==> src/rtl/nbwlc_pkg.sv <==
// shared types and constants of the nine-bit word link codec
// no dependencies; used by the front, queue, back and top level
`default_nettype none

package nbwlc_pkg;

   // default sizes handed down from the top level
   localparam int RING_DEPTH_DEF  = 16;
   localparam int QUEUE_DEPTH_DEF = 4;

   // link byte tags
   localparam logic [7:0] TX_HI_TAG   = 8'h80;
   localparam logic [7:0] TX_LO_TAG   = 8'hA0;
   localparam logic [7:0] TX_READ_REQ = 8'hB0;

   // frame header limits
   localparam logic [2:0] FRAME_COUNT_MAX = 3'd5;
   localparam logic [2:0] FRAME_POS_START = 3'd4;

   // echo discard counter saturation
   localparam logic [7:0] ECHO_MAX = 8'hFF;

   // input item modes
   typedef enum logic [1:0] {
      MODE_SEND,
      MODE_RX_BYTE,
      MODE_TAKE,
      MODE_UNUSED
   } mode_type;

   // commands passed from front to back
   typedef enum logic [1:0] {
      CMD_SEND,
      CMD_STORE,
      CMD_FRAME_ERR,
      CMD_TAKE
   } cmd_type;

   typedef struct packed {
      cmd_type    cmd;
      logic [8:0] word;
   } cmd_entry_type;

   // one result item
   typedef struct packed {
      logic [7:0] tx_byte;
      logic       tx_valid;
      logic [8:0] word_out;
      logic       word_valid;
      logic       word_dropped;
      logic       ring_overflow;
      logic       frame_error;
      logic       last;
   } result_type;

endpackage

`default_nettype wire

==> src/rtl/nbwlc_if.sv <==
// valid/ready channel interfaces for request and response items
// no dependencies
`default_nettype none

interface nbwlc_req_if;
   logic       valid;
   logic       ready;
   logic [1:0] mode;
   logic [8:0] word_in;
   logic [7:0] rx_byte;

   modport source (output valid, output mode, output word_in, output rx_byte, input ready);
   modport sink   (input valid, input mode, input word_in, input rx_byte, output ready);
endinterface

interface nbwlc_rsp_if;
   logic       valid;
   logic       ready;
   logic [7:0] tx_byte;
   logic       tx_valid;
   logic [8:0] word_out;
   logic       word_valid;
   logic       word_dropped;
   logic       ring_overflow;
   logic       frame_error;
   logic       last;

   modport source (output valid, output tx_byte, output tx_valid, output word_out,
                   output word_valid, output word_dropped, output ring_overflow,
                   output frame_error, output last, input ready);
   modport sink   (input valid, input tx_byte, input tx_valid, input word_out,
                   input word_valid, input word_dropped, input ring_overflow,
                   input frame_error, input last, output ready);
endinterface

`default_nettype wire

==> src/rtl/nine_bit_word_link_codec_unit.sv <==
// channel  direction  handshake     payload
// req_chan in         valid/ready   mode, word_in, rx_byte
// rsp_chan out        valid/ready   tx_byte, tx_valid, word_out, word_valid,
//                                   word_dropped, ring_overflow, frame_error, last
//
// one item accepted per cycle while the command queue has room; a send item
// gives two results, all others at most one, so the result port sets the pace
// an accepted item passes the queue, then the execute and output registers
// reset is synchronous; the word ring needs no clearing
// the command queue holds QUEUE_DEPTH items so either side may stall alone
//
// top level of the nine-bit word link codec
// depends on nbwlc_pkg, nbwlc_if, nbwlc_front, nbwlc_queue, nbwlc_back
`default_nettype none

module nine_bit_word_link_codec_unit #(
   parameter int RING_DEPTH  = nbwlc_pkg::RING_DEPTH_DEF,
   parameter int QUEUE_DEPTH = nbwlc_pkg::QUEUE_DEPTH_DEF
) (
   input wire logic    clock,
   input wire logic    reset,
   nbwlc_req_if.sink   req_chan,
   nbwlc_rsp_if.source rsp_chan
);
   import nbwlc_pkg::*;

   logic          push_valid, push_ready;
   cmd_entry_type push_entry;
   logic          pop_valid, pop_ready;
   cmd_entry_type pop_entry;

   // item intake and frame parsing
   nbwlc_front u_front (
      .clock      (clock),
      .reset      (reset),
      .req_chan   (req_chan),
      .push_valid (push_valid),
      .push_entry (push_entry),
      .push_ready (push_ready)
   );

   // decoupling queue
   nbwlc_queue #(
      .DEPTH (QUEUE_DEPTH)
   ) u_queue (
      .clock      (clock),
      .reset      (reset),
      .push_valid (push_valid),
      .push_entry (push_entry),
      .push_ready (push_ready),
      .pop_valid  (pop_valid),
      .pop_entry  (pop_entry),
      .pop_ready  (pop_ready)
   );

   // ring and result generation
   nbwlc_back #(
      .RING_DEPTH (RING_DEPTH)
   ) u_back (
      .clock     (clock),
      .reset     (reset),
      .pop_valid (pop_valid),
      .pop_entry (pop_entry),
      .pop_ready (pop_ready),
      .rsp_chan  (rsp_chan)
   );

endmodule

`default_nettype wire

==> src/rtl/nbwlc_ram.sv <==
// generic single write port, single read port ram with registered read
// no dependencies
`default_nettype none

module nbwlc_ram #(
   parameter int WIDTH = 9,
   parameter int DEPTH = 16
) (
   input  wire logic                     clock,
   input  wire logic                     wr_en,
   input  wire logic [$clog2(DEPTH)-1:0] wr_addr,
   input  wire logic [WIDTH-1:0]         wr_data,
   input  wire logic                     rd_en,
   input  wire logic [$clog2(DEPTH)-1:0] rd_addr,
   output logic      [WIDTH-1:0]         rd_data
);

   logic [WIDTH-1:0] mem_ff [DEPTH];
   logic [WIDTH-1:0] rd_data_ff;

   // write port
   always_ff @(posedge clock) begin
      if (wr_en) begin
         mem_ff[wr_addr] <= wr_data;
      end
   end

   // read port, data held until next read
   always_ff @(posedge clock) begin
      if (rd_en) begin
         rd_data_ff <= mem_ff[rd_addr];
      end
   end

   assign rd_data = rd_data_ff;

endmodule

`default_nettype wire

==> src/rtl/nbwlc_front.sv <==
// front end: accepts request items, parses reply frames, issues commands
// depends on nbwlc_pkg and nbwlc_req_if
`default_nettype none

module nbwlc_front (
   input  wire logic                clock,
   input  wire logic                reset,
   nbwlc_req_if.sink                req_chan,
   output logic                     push_valid,
   output nbwlc_pkg::cmd_entry_type push_entry,
   input  wire logic                push_ready
);
   import nbwlc_pkg::*;

   logic [2:0] remaining_ff, remaining_in;
   logic [4:0] high_ff, high_in;
   logic [2:0] pos_ff, pos_in;
   logic       accept;
   logic       has_cmd;
   logic [7:0] high_shifted;

   assign req_chan.ready = push_ready;
   assign accept         = req_chan.valid && push_ready;
   assign high_shifted   = {3'b000, high_ff} >> pos_ff;

   // classify the item and advance the frame parser
   always_comb begin
      has_cmd         = 1'b0;
      push_entry.cmd  = CMD_TAKE;
      push_entry.word = req_chan.word_in;
      remaining_in    = remaining_ff;
      high_in         = high_ff;
      pos_in          = pos_ff;
      unique case (mode_type'(req_chan.mode))
         MODE_SEND: begin
            has_cmd        = 1'b1;
            push_entry.cmd = CMD_SEND;
         end
         MODE_RX_BYTE: begin
            if (remaining_ff == 3'd0) begin
               // header byte
               if (req_chan.rx_byte[2:0] > FRAME_COUNT_MAX) begin
                  has_cmd        = 1'b1;
                  push_entry.cmd = CMD_FRAME_ERR;
               end else begin
                  high_in      = req_chan.rx_byte[7:3];
                  remaining_in = req_chan.rx_byte[2:0];
                  pos_in       = FRAME_POS_START;
               end
            end else begin
               // data byte, ninth bit from the header
               has_cmd         = 1'b1;
               push_entry.cmd  = CMD_STORE;
               push_entry.word = {high_shifted[0], req_chan.rx_byte};
               remaining_in    = remaining_ff - 3'd1;
               pos_in          = pos_ff - 3'd1;
            end
         end
         MODE_TAKE: begin
            has_cmd        = 1'b1;
            push_entry.cmd = CMD_TAKE;
         end
         MODE_UNUSED: begin
            has_cmd = 1'b0;
         end
         default: begin
            has_cmd = 1'b0;
         end
      endcase
   end

   assign push_valid = accept && has_cmd;

   // frame parser state
   always_ff @(posedge clock) begin
      if (reset) begin
         remaining_ff <= 3'd0;
         high_ff      <= 5'd0;
         pos_ff       <= FRAME_POS_START;
      end else if (accept) begin
         remaining_ff <= remaining_in;
         high_ff      <= high_in;
         pos_ff       <= pos_in;
      end
   end

endmodule

`default_nettype wire

==> src/rtl/nbwlc_queue.sv <==
// short command queue between front and back
// depends on nbwlc_pkg
`default_nettype none

module nbwlc_queue #(
   parameter int DEPTH = nbwlc_pkg::QUEUE_DEPTH_DEF
) (
   input  wire logic                clock,
   input  wire logic                reset,
   input  wire logic                push_valid,
   input  nbwlc_pkg::cmd_entry_type push_entry,
   output logic                     push_ready,
   output logic                     pop_valid,
   output nbwlc_pkg::cmd_entry_type pop_entry,
   input  wire logic                pop_ready
);
   import nbwlc_pkg::*;

   localparam int PW = $clog2(DEPTH);
   localparam int CW = $clog2(DEPTH + 1);

   cmd_entry_type entry_ff [DEPTH];
   logic [PW-1:0] wr_ptr_ff, rd_ptr_ff;
   logic [CW-1:0] count_ff;
   logic          do_push, do_pop;

   assign push_ready = count_ff < CW'(DEPTH);
   assign pop_valid  = count_ff != '0;
   assign pop_entry  = entry_ff[rd_ptr_ff];
   assign do_push    = push_valid && push_ready;
   assign do_pop     = pop_valid && pop_ready;

   // pointers and fill count
   always_ff @(posedge clock) begin
      if (reset) begin
         wr_ptr_ff <= '0;
         rd_ptr_ff <= '0;
         count_ff  <= '0;
      end else begin
         if (do_push) begin
            wr_ptr_ff <= (wr_ptr_ff == PW'(DEPTH - 1)) ? '0 : wr_ptr_ff + 1'b1;
         end
         if (do_pop) begin
            rd_ptr_ff <= (rd_ptr_ff == PW'(DEPTH - 1)) ? '0 : rd_ptr_ff + 1'b1;
         end
         if (do_push && !do_pop) begin
            count_ff <= count_ff + 1'b1;
         end else if (do_pop && !do_push) begin
            count_ff <= count_ff - 1'b1;
         end
      end
   end

   // entry storage
   always_ff @(posedge clock) begin
      if (do_push) begin
         entry_ff[wr_ptr_ff] <= push_entry;
      end
   end

endmodule

`default_nettype wire

==> src/rtl/nbwlc_back.sv <==
// back end: executes commands on the receive ring, builds result items
// depends on nbwlc_pkg, nbwlc_rsp_if and nbwlc_ram
`default_nettype none

module nbwlc_back #(
   parameter int RING_DEPTH = nbwlc_pkg::RING_DEPTH_DEF
) (
   input  wire logic                clock,
   input  wire logic                reset,
   input  wire logic                pop_valid,
   input  nbwlc_pkg::cmd_entry_type pop_entry,
   output logic                     pop_ready,
   nbwlc_rsp_if.source              rsp_chan
);
   import nbwlc_pkg::*;

   localparam int AW = $clog2(RING_DEPTH);
   localparam int FW = $clog2(RING_DEPTH + 1);

   logic [AW-1:0] head_ff, head_in;
   logic [AW-1:0] tail_ff, tail_in;
   logic [FW-1:0] fill_ff, fill_in;
   logic [7:0]    echo_ff, echo_in;
   logic          phase_ff, phase_in;

   logic          p1_valid_ff;
   result_type    p1_ff;
   logic          p1_need_word_ff;
   logic          out_valid_ff;
   result_type    out_ff;
   result_type    out_in;

   result_type    res;
   logic          has_res;
   logic          need_word;
   logic          out_free, p1_free, fire;
   logic          ram_wr, ram_rd;
   logic [8:0]    ram_rdata;

   assign out_free = !out_valid_ff || rsp_chan.ready;
   assign p1_free  = !p1_valid_ff || out_free;
   assign fire     = pop_valid && p1_free;

   // command execution
   always_comb begin
      res       = '0;
      has_res   = 1'b0;
      need_word = 1'b0;
      pop_ready = 1'b0;
      ram_wr    = 1'b0;
      ram_rd    = 1'b0;
      head_in   = head_ff;
      tail_in   = tail_ff;
      fill_in   = fill_ff;
      echo_in   = echo_ff;
      phase_in  = phase_ff;
      if (fire) begin
         unique case (pop_entry.cmd)
            CMD_SEND: begin
               has_res      = 1'b1;
               res.tx_valid = 1'b1;
               if (!phase_ff) begin
                  // upper five bits first, command stays queued
                  res.tx_byte = TX_HI_TAG | {3'b000, pop_entry.word[8:4]};
                  phase_in    = 1'b1;
               end else begin
                  res.tx_byte = TX_LO_TAG | {4'b0000, pop_entry.word[3:0]};
                  res.last    = 1'b1;
                  phase_in    = 1'b0;
                  pop_ready   = 1'b1;
                  if (echo_ff != ECHO_MAX) begin
                     echo_in = echo_ff + 8'd1;
                  end
               end
            end
            CMD_STORE: begin
               pop_ready = 1'b1;
               if (fill_ff >= FW'(RING_DEPTH)) begin
                  has_res           = 1'b1;
                  res.ring_overflow = 1'b1;
                  res.last          = 1'b1;
               end else begin
                  ram_wr  = 1'b1;
                  tail_in = (tail_ff == AW'(RING_DEPTH - 1)) ? '0 : tail_ff + 1'b1;
                  fill_in = fill_ff + 1'b1;
               end
            end
            CMD_FRAME_ERR: begin
               pop_ready       = 1'b1;
               has_res         = 1'b1;
               res.frame_error = 1'b1;
               res.last        = 1'b1;
            end
            CMD_TAKE: begin
               pop_ready = 1'b1;
               has_res   = 1'b1;
               res.last  = 1'b1;
               if (fill_ff == '0) begin
                  res.tx_byte  = TX_READ_REQ;
                  res.tx_valid = 1'b1;
               end else begin
                  // head word arrives from the ram in the next cycle
                  ram_rd    = 1'b1;
                  need_word = 1'b1;
                  head_in   = (head_ff == AW'(RING_DEPTH - 1)) ? '0 : head_ff + 1'b1;
                  fill_in   = fill_ff - 1'b1;
                  if (echo_ff != 8'd0) begin
                     echo_in          = echo_ff - 8'd1;
                     res.word_dropped = 1'b1;
                  end else begin
                     res.word_valid = 1'b1;
                  end
               end
            end
            default: begin
               pop_ready = 1'b0;
            end
         endcase
      end
   end

   // merge ram data into the outgoing item
   always_comb begin
      out_in          = p1_ff;
      out_in.word_out = p1_need_word_ff ? ram_rdata : 9'd0;
   end

   // ring control and stage valids
   always_ff @(posedge clock) begin
      if (reset) begin
         head_ff      <= '0;
         tail_ff      <= '0;
         fill_ff      <= '0;
         echo_ff      <= 8'd0;
         phase_ff     <= 1'b0;
         p1_valid_ff  <= 1'b0;
         out_valid_ff <= 1'b0;
      end else begin
         head_ff  <= head_in;
         tail_ff  <= tail_in;
         fill_ff  <= fill_in;
         echo_ff  <= echo_in;
         phase_ff <= phase_in;
         if (p1_free) begin
            p1_valid_ff <= fire && has_res;
         end
         if (out_free) begin
            out_valid_ff <= p1_valid_ff;
         end
      end
   end

   // stage payloads
   always_ff @(posedge clock) begin
      if (p1_free) begin
         p1_ff           <= res;
         p1_need_word_ff <= need_word;
      end
      if (out_free && p1_valid_ff) begin
         out_ff <= out_in;
      end
   end

   // receive ring storage
   nbwlc_ram #(
      .WIDTH (9),
      .DEPTH (RING_DEPTH)
   ) u_ring (
      .clock   (clock),
      .wr_en   (ram_wr),
      .wr_addr (tail_ff),
      .wr_data (pop_entry.word),
      .rd_en   (ram_rd),
      .rd_addr (head_ff),
      .rd_data (ram_rdata)
   );

   assign rsp_chan.valid         = out_valid_ff;
   assign rsp_chan.tx_byte       = out_ff.tx_byte;
   assign rsp_chan.tx_valid      = out_ff.tx_valid;
   assign rsp_chan.word_out      = out_ff.word_out;
   assign rsp_chan.word_valid    = out_ff.word_valid;
   assign rsp_chan.word_dropped  = out_ff.word_dropped;
   assign rsp_chan.ring_overflow = out_ff.ring_overflow;
   assign rsp_chan.frame_error   = out_ff.frame_error;
   assign rsp_chan.last          = out_ff.last;

endmodule

`default_nettype wire

==> src/flat_wrapper.sv <==
// flat-port wrapper written by rule: the top's interface ports become plain ports
module nine_bit_word_link_codec_unit_flat import nbwlc_pkg::*;
#(
   parameter int RING_DEPTH  = nbwlc_pkg::RING_DEPTH_DEF,
   parameter int QUEUE_DEPTH = nbwlc_pkg::QUEUE_DEPTH_DEF
)
  (clock, reset, req_chan_valid, req_chan_mode, req_chan_word_in, req_chan_rx_byte, req_chan_ready, rsp_chan_valid, rsp_chan_tx_byte, rsp_chan_tx_valid, rsp_chan_word_out, rsp_chan_word_valid, rsp_chan_word_dropped, rsp_chan_ring_overflow, rsp_chan_frame_error, rsp_chan_last, rsp_chan_ready);
  nbwlc_req_if req_chan_i ();
  nbwlc_rsp_if rsp_chan_i ();
  input wire logic clock;
  input wire logic reset;
  input wire logic [$bits(req_chan_i.valid)-1:0] req_chan_valid;
  input wire logic [$bits(req_chan_i.mode)-1:0] req_chan_mode;
  input wire logic [$bits(req_chan_i.word_in)-1:0] req_chan_word_in;
  input wire logic [$bits(req_chan_i.rx_byte)-1:0] req_chan_rx_byte;
  output wire logic [$bits(req_chan_i.ready)-1:0] req_chan_ready;
  output wire logic [$bits(rsp_chan_i.valid)-1:0] rsp_chan_valid;
  output wire logic [$bits(rsp_chan_i.tx_byte)-1:0] rsp_chan_tx_byte;
  output wire logic [$bits(rsp_chan_i.tx_valid)-1:0] rsp_chan_tx_valid;
  output wire logic [$bits(rsp_chan_i.word_out)-1:0] rsp_chan_word_out;
  output wire logic [$bits(rsp_chan_i.word_valid)-1:0] rsp_chan_word_valid;
  output wire logic [$bits(rsp_chan_i.word_dropped)-1:0] rsp_chan_word_dropped;
  output wire logic [$bits(rsp_chan_i.ring_overflow)-1:0] rsp_chan_ring_overflow;
  output wire logic [$bits(rsp_chan_i.frame_error)-1:0] rsp_chan_frame_error;
  output wire logic [$bits(rsp_chan_i.last)-1:0] rsp_chan_last;
  input wire logic [$bits(rsp_chan_i.ready)-1:0] rsp_chan_ready;
  assign req_chan_i.valid = req_chan_valid;
  assign req_chan_i.mode = req_chan_mode;
  assign req_chan_i.word_in = req_chan_word_in;
  assign req_chan_i.rx_byte = req_chan_rx_byte;
  assign req_chan_ready = req_chan_i.ready;
  assign rsp_chan_valid = rsp_chan_i.valid;
  assign rsp_chan_tx_byte = rsp_chan_i.tx_byte;
  assign rsp_chan_tx_valid = rsp_chan_i.tx_valid;
  assign rsp_chan_word_out = rsp_chan_i.word_out;
  assign rsp_chan_word_valid = rsp_chan_i.word_valid;
  assign rsp_chan_word_dropped = rsp_chan_i.word_dropped;
  assign rsp_chan_ring_overflow = rsp_chan_i.ring_overflow;
  assign rsp_chan_frame_error = rsp_chan_i.frame_error;
  assign rsp_chan_last = rsp_chan_i.last;
  assign rsp_chan_i.ready = rsp_chan_ready;
  nine_bit_word_link_codec_unit #(.RING_DEPTH(RING_DEPTH), .QUEUE_DEPTH(QUEUE_DEPTH)) u_core (.clock(clock), .reset(reset), .req_chan(req_chan_i), .rsp_chan(rsp_chan_i));
endmodule
==> config.mk <==
export PLATFORM = sky130hd
export DESIGN_NAME = nine_bit_word_link_codec_unit_flat
export DESIGN_NICKNAME = d
export VERILOG_FILES = /design/src/rtl/nbwlc_pkg.sv /design/src/rtl/nbwlc_if.sv /design/src/rtl/nine_bit_word_link_codec_unit.sv /design/src/rtl/nbwlc_ram.sv /design/src/rtl/nbwlc_front.sv /design/src/rtl/nbwlc_queue.sv /design/src/rtl/nbwlc_back.sv /design/src/flat_wrapper.sv
export SDC_FILE = /design/constraint.sdc
export NUM_CORES = 1
export LEC_CHECK = 0
export BUFFER_PORTS_ARGS = -buffer_cell sky130_fd_sc_hd__buf_2
export CAP_MARGIN = 0
export CORE_MARGIN = 1
export CORE_UTILIZATION = 35
export DETAILED_ROUTE_END_ITERATION = 16
export GPL_ROUTABILITY_DRIVEN = 0
export PLACE_DENSITY_LB_ADDON = 0.05
export RECOVER_POWER = 50
export SYNTH_ARGS = -nofsm -noshare
export SYNTH_HDL_FRONTEND = slang
export SYNTH_HIERARCHICAL = 1
export SYNTH_SLANG_ARGS = --single-unit
==> constraint.sdc <==
create_clock -name clock -period 4 [get_ports clock]
set_input_delay 0.4 -clock clock [delete_from_list [all_inputs] [get_ports clock]]
set_output_delay 0.4 -clock clock [all_outputs]
set_load 0.05 [all_outputs]
* Yosys cells after proc, flatten, opt, wreduce, memory -nomap -nowiden *
Memories as Yosys holds them, arrays and structs flattened. A register that Yosys moved wholly into a read port is not among the register bits.
Cells that the tools add are included.
W data, S select, Z words.

cells by class
  $add $sub $neg = 12
  equal/unequal tests = 17
  muxes and demuxes = 52
  reductions and logical operators = 37
  bitwise gates (word level) = 5
  shift operators = 1
  $lt $le $gt $ge = 3

operators by type and width
  cell                   number
  $mux W8                4
  $mux W9                3
  $mux W1                21
  $mux W3                6
  $pmux W9 S2            1
  $pmux W8 S2            1
  $eq A2 B2 Y1 const B   6
  $ne A2 B2 Y1 const B   6
  $mux W2                5
  $mux W5                2
  $pmux W5 S2            1
  $logic_and A1 B1 Y1    9
  $reduce_and A3 Y1      3
  $reduce_or A3 Y1       3
  $sub A3 B1 Y3 const B  3
  $add A4 B1 Y4 const B  2
  $add A8 B1 Y8 const B  1
  $eq A4 B4 Y1 const B   2
  $mux W4                2
  $ne A8 B8 Y1 const B   1
  $reduce_and A4 Y1      2
  $reduce_bool A8 Y1     1
  $sub A8 B1 Y8 const B  1
  $mux W6                1
  23 further kinds       40

word-level totals
  word-level logic and storage cells = 158
  output and inout port bits = 25
  memory bits (writable) = 188
  register bits = 80
  memories kept = 2
  input port bits = 23

memories
  name                         depth  width  read ports  clocked after memory_dff  write ports  line               text
  u_core.u_back.u_ring.mem_ff  16     9      1           1                         1            nbwlc_ram.sv:18    logic [WIDTH-1:0] mem_ff [DEPTH];
  u_core.u_queue.entry_ff      4      11     1           1                         1            nbwlc_queue.sv:22  cmd_entry_type entry_ff [DEPTH];

* Depth between registers and ports, before layout *
  depth in word-level cells = 10
  depth in mapped cells = 14
  depth with buffers taken out = 12

* By module *
Netlist, hierarchy kept.

modules (own cells, without submodules)
  module       instances  area each (um^2)  cells an instance  seq. area each (um^2)
  nbwlc_ram    1          5870.6            254                4594.4
  nbwlc_back   1          2997.9            288                1501.4
  nbwlc_queue  1          2055.7            103                1501.4
  nbwlc_front  1          822.0             95                 220.2

* Worst setup path after synthesis *
No wires, ideal clock.

  kind = reg-to-reg
  from = register with a tool-made name
  to = memory u_core.u_back.u_ring.mem_ff[0][0], enable pin
  cell stages (with the launch flop) = 9
  arrival = 3.062 ns
  slack = 0.551 ns
  buffers on the path = 2
  clock period less this slack = 3.449 ns
  setup time = 0.387 ns
  required time = 3.613 ns
  cell sequence = dfxtp_1 -> buf_6 -> mux4_2 -> inv_1 -> ha_1 -> and4_1 -> clkbuf_1 -> or3b_2 -> nor3_1

RTL lines
  what              line
  end: declaration  nbwlc_ram.sv:18

==> results.cfg <==
[status]
status = finished, violations left
failed_checks = max-capacitance violations, max-slew violations

[pwr]
intPower_uw = 5730
irDropWorstVdd_uv = 326
design_power_total_uw = 8350
power.combinational.fraction_pct = 23.8
clock_power_share_pct = 30.8
swShare_pct = 31.4
power_per_cell_area_nw_per_um2 = 626
power.switching_uw = 2630
cellLeakagePower_uw = 0.00440
p_seq_share_pct = 45.4

[synth]
synthesis.area_sq_um = 11700
synthArstFlopShare_pct = 0
mappedNetlistNets = 784
synth.ff_latch_count = 275
postSynthAreaPerCell_sq_um = 15.9
yosys.cell_types.count = 81
largest_family_of_logic_cells_by_synthesized_area = multiplexers
synthAdderAreaFrac_pct = 2.30
synth-xor-area-share_pct = 1.12
synth_enable_flop_cells = 231
yosysWarningCount = 6
postSynthCellCount = 740
synth_compound_area_share_pct = 7.17
post_synth_and_or_nand_nor_area_fraction_pct = 8.36
ys_dominant_reg_cell = sky130_fd_sc_hd__edfxtp_1
ys_seq_area_share_pct = 66.6
post_synthesis_mux_area_share_pct = 11.8

[placed_design]
hpwlAfterDp_um = 16700
place_ws_ps = 827
buffer_ports.inserted = 46

[finish]
mostFrequentLayoutCell = sky130_fd_sc_hd__edfxtp_1
area_added_between_synthesis_and_finish_pct = 13.7
most-common-layout-cells = 231 x sky130_fd_sc_hd__edfxtp_1, 47 x sky130_fd_sc_hd__nor2_1, 43 x sky130_fd_sc_hd__dfxtp_1, 37 x sky130_fd_sc_hd__clkbuf_1, 32 x sky130_fd_sc_hd__mux4_2
fillCellCount = 3052
final_layout_size_suffix_gt1_share_pct = 15.4
antenna_cells_inserted = 0
layout.nets = 847

[timing]
slew-limit-headroom_pct = -95.5
hold_viol = 0
final_setup_violations = 0
period_share_pct = 79.7
timing.final.ws_setup_ps = 813
fin_skew_ps = 24.0
worstMarginPinSlew_ps = 2910
setup_repair_after_global_routing_missed_its_margin = false
achievable-frequency_mhz = 314
final_max_slew_viol_count = 66
totalNegativeSetupSlack_ps = 0
final_period_minus_worst_setup_slack_ps = 3190

[die]
placement_rows = 66
dieWidth_um = 185
pin_count = 48
die_h_um = 185
floorplan.initialDensity_pct = 35.8
floorplan.core_area_sq_um = 32800
design.die.area_sq_um = 34300

[detailed_routing]
dr.first_iter.drc_count = 410
dr.pass1.iters = 5
drt_wl_total_um = 25800
remaining_number_of_nets_flagged_by_the_antenna_check_after_routing = 0
drt-vias-per-instance = 5.19
drt-wirelength-per-cell_um = 20.4
routed-via-count = 6584
drc = 0

[clock_network]
clk_pin_slew_ps = 60
clockRootBuffer = sky130_fd_sc_hd__clkbuf_16
tritoncts = yes
cts_buffers = 31
postCtsSetupBuffers = 0
post_cts_hold_buffer_count = 0
clkLatencyLatePin_ps = 570
clock_sinks = 275
ctsHtreeMaxLevel = 1
ctsResizeCount = 0
clock_tree.buffer_depth = 3

[worst_setup_path]
arrival_ps = 3540
setup.worst_path.start_class = flip-flop
criticalPathCategory = flip-flop to flip-flop
setup.worst_path.end_class = flip-flop
critical_path_peak_fanout = 16
worstPathRequired_ps = 4350

[global_routing]
grt_start_max_net_pins = 44
grtUsageTotal_pct = 15.5
antenna_found_initial = 0
gr-total-overflow = 0
vias_in_the_first_global_route = 6890
grt_first_pass_wirelength_um = 39800

[job]
max_cap_violations = 2

[min_path]
worstHoldPathType = primary input to flip-flop
per-stage QoR:
| stage | utilization, % | cells | instance area [sq um] | hold WS, ps |
|---|---|---|---|---|
| floorplan | - | 740 | 11700 | 400 |
| global placement | 38.1 | 1212 | 12500 | 434 |
| detailed placement | 38.1 | 1212 | 12500 | 430 |
| CTS | 40.9 | 1268 | 13400 | 91.3 |
| global route | 40.7 | 1268 | 13400 | 96.4 |
| finish | 40.7 | 1268 | 13400 | 115 |
critical path, cell delays in order, from the launching register on:
cell and delay, ps:
sky130_fd_sc_hd__dfxtp_1 400, sky130_fd_sc_hd__mux4_2 590, sky130_fd_sc_hd__ha_1 470, sky130_fd_sc_hd__xor2_1 220, sky130_fd_sc_hd__ha_1 240, sky130_fd_sc_hd__nor4_1 60, sky130_fd_sc_hd__or4_1 560, sky130_fd_sc_hd__mux2i_1 160
sky130_fd_sc_hd__a211oi_1 220, sky130_fd_sc_hd__nor3_1 70
power groups by stage:
stage | Sequential (uW) | Clock, uW | Combinational (uW)
detailed placement | 3850 | 0 | 2040
CTS | 3800 | 2660 | 2050
global placement | 3840 | 0 | 1980
finish | 3790 | 2570 | 1990
global route | 3830 | 2770 | 2180
floorplan | 3960 | 0 | 1360
metal layers:
metal	global-route usage [%]	part of all wire [%]	up-vias	wire length (um)
li1	-	-	3053	-
met1	19.2	42	3357	10900
met2	27.7	51	131	13300
met3	2.50	3.8	43	993
met4	4.36	2.3	0	593
met5	0	0	-	0
synth_stat cells, drive strengths merged, types with 3 or more instances:
cell type / number / area [sq um]
nor2: 47 / 176
a22o: 3 / 27.5
o2111ai: 3 / 43.8
a221oi: 5 / 50.0
and2: 16 / 100
mux4: 47 / 1110
or3: 11 / 72.6
nor3: 14 / 70.1
o21ai: 12 / 60.1
nand3: 9 / 45.0
nand2b: 5 / 33.8
nor2b: 8 / 50.1
nand4: 8 / 50.1
a22oi: 19 / 143
dfxtp: 44 / 881
nand3b: 3 / 22.5
mux2i: 15 / 150
xnor2: 8 / 70.1
o31ai: 7 / 66.3
a21oi: 33 / 173
nand2: 26 / 100
or4: 3 / 22.5
edfxtp: 231 / 6940
mux2: 10 / 116
xor2: 7 / 61.3
nor3b: 4 / 30.0
inv: 19 / 71.3
clkbuf: 18 / 81.3
buf: 21 / 155
a211oi: 8 / 60.1
ha: 20 / 250
a31oi: 6 / 37.5
and3b: 3 / 26.3
and2b: 3 / 22.5
a21o: 7 / 52.6
and3: 7 / 43.8
cell families after synthesis:
family	Yosys count
AOI/OAI and AO/OA	118
muxes	72
DFF	275
xor gates and xnor gates	15
buffers and inverters	59
other	1
and+or+nand+nor	179
adders and majority gates	21
registers in the layout, indices dropped and copies added, names as in the netlist, 3 cells and up, named ones only:
name,cells
u_core/u_back/out_in,12
u_core/u_queue/entry_ff,44
u_core/u_queue/count_ff,3
u_core/u_front/pos_ff,3
u_core/u_back/fill_ff,5
u_core/u_back/tail_ff,4
u_core/u_front/remaining_ff,3
u_core/u_back/rsp_chan.word_out,9
u_core/u_back/head_ff,4
u_core/u_back/rsp_chan.tx_byte,7
u_core/u_back/u_ring/rd_data,9
u_core/u_front/high_ff,5
u_core/u_back/echo_ff,8
u_core/u_back/u_ring/mem_ff,144
area by class of cell:
cell class	instances	area, sq um	share of cell area [%]
clock buffers	42	817	6.12
clock inverters	14	97.6	0.731
inverters	19	71.3	0.534
multi-input cells	406	3610	27.0
flip-flops and latches	275	7820	58.6
well taps	442	553	4.14
repair buffers	70	388	2.91
path summary, 6_finish.rpt:
check,from,endpoint,slack [ps],cells past startpoint
worst max register to register,flip-flop,u_core/u_back/echo_ff[6],810,9
worst min register to register,u_core/u_back/out_in[18],u_core/u_back/rsp_chan.tx_byte[3],440,0
worst max-delay path,flip-flop,u_core/u_back/echo_ff[6],810,9
worst min-delay path,req_chan_rx_byte[3],u_core/u_front/high_ff[0],120,3
Note: power is estimated with default switching activity, not from simulation.
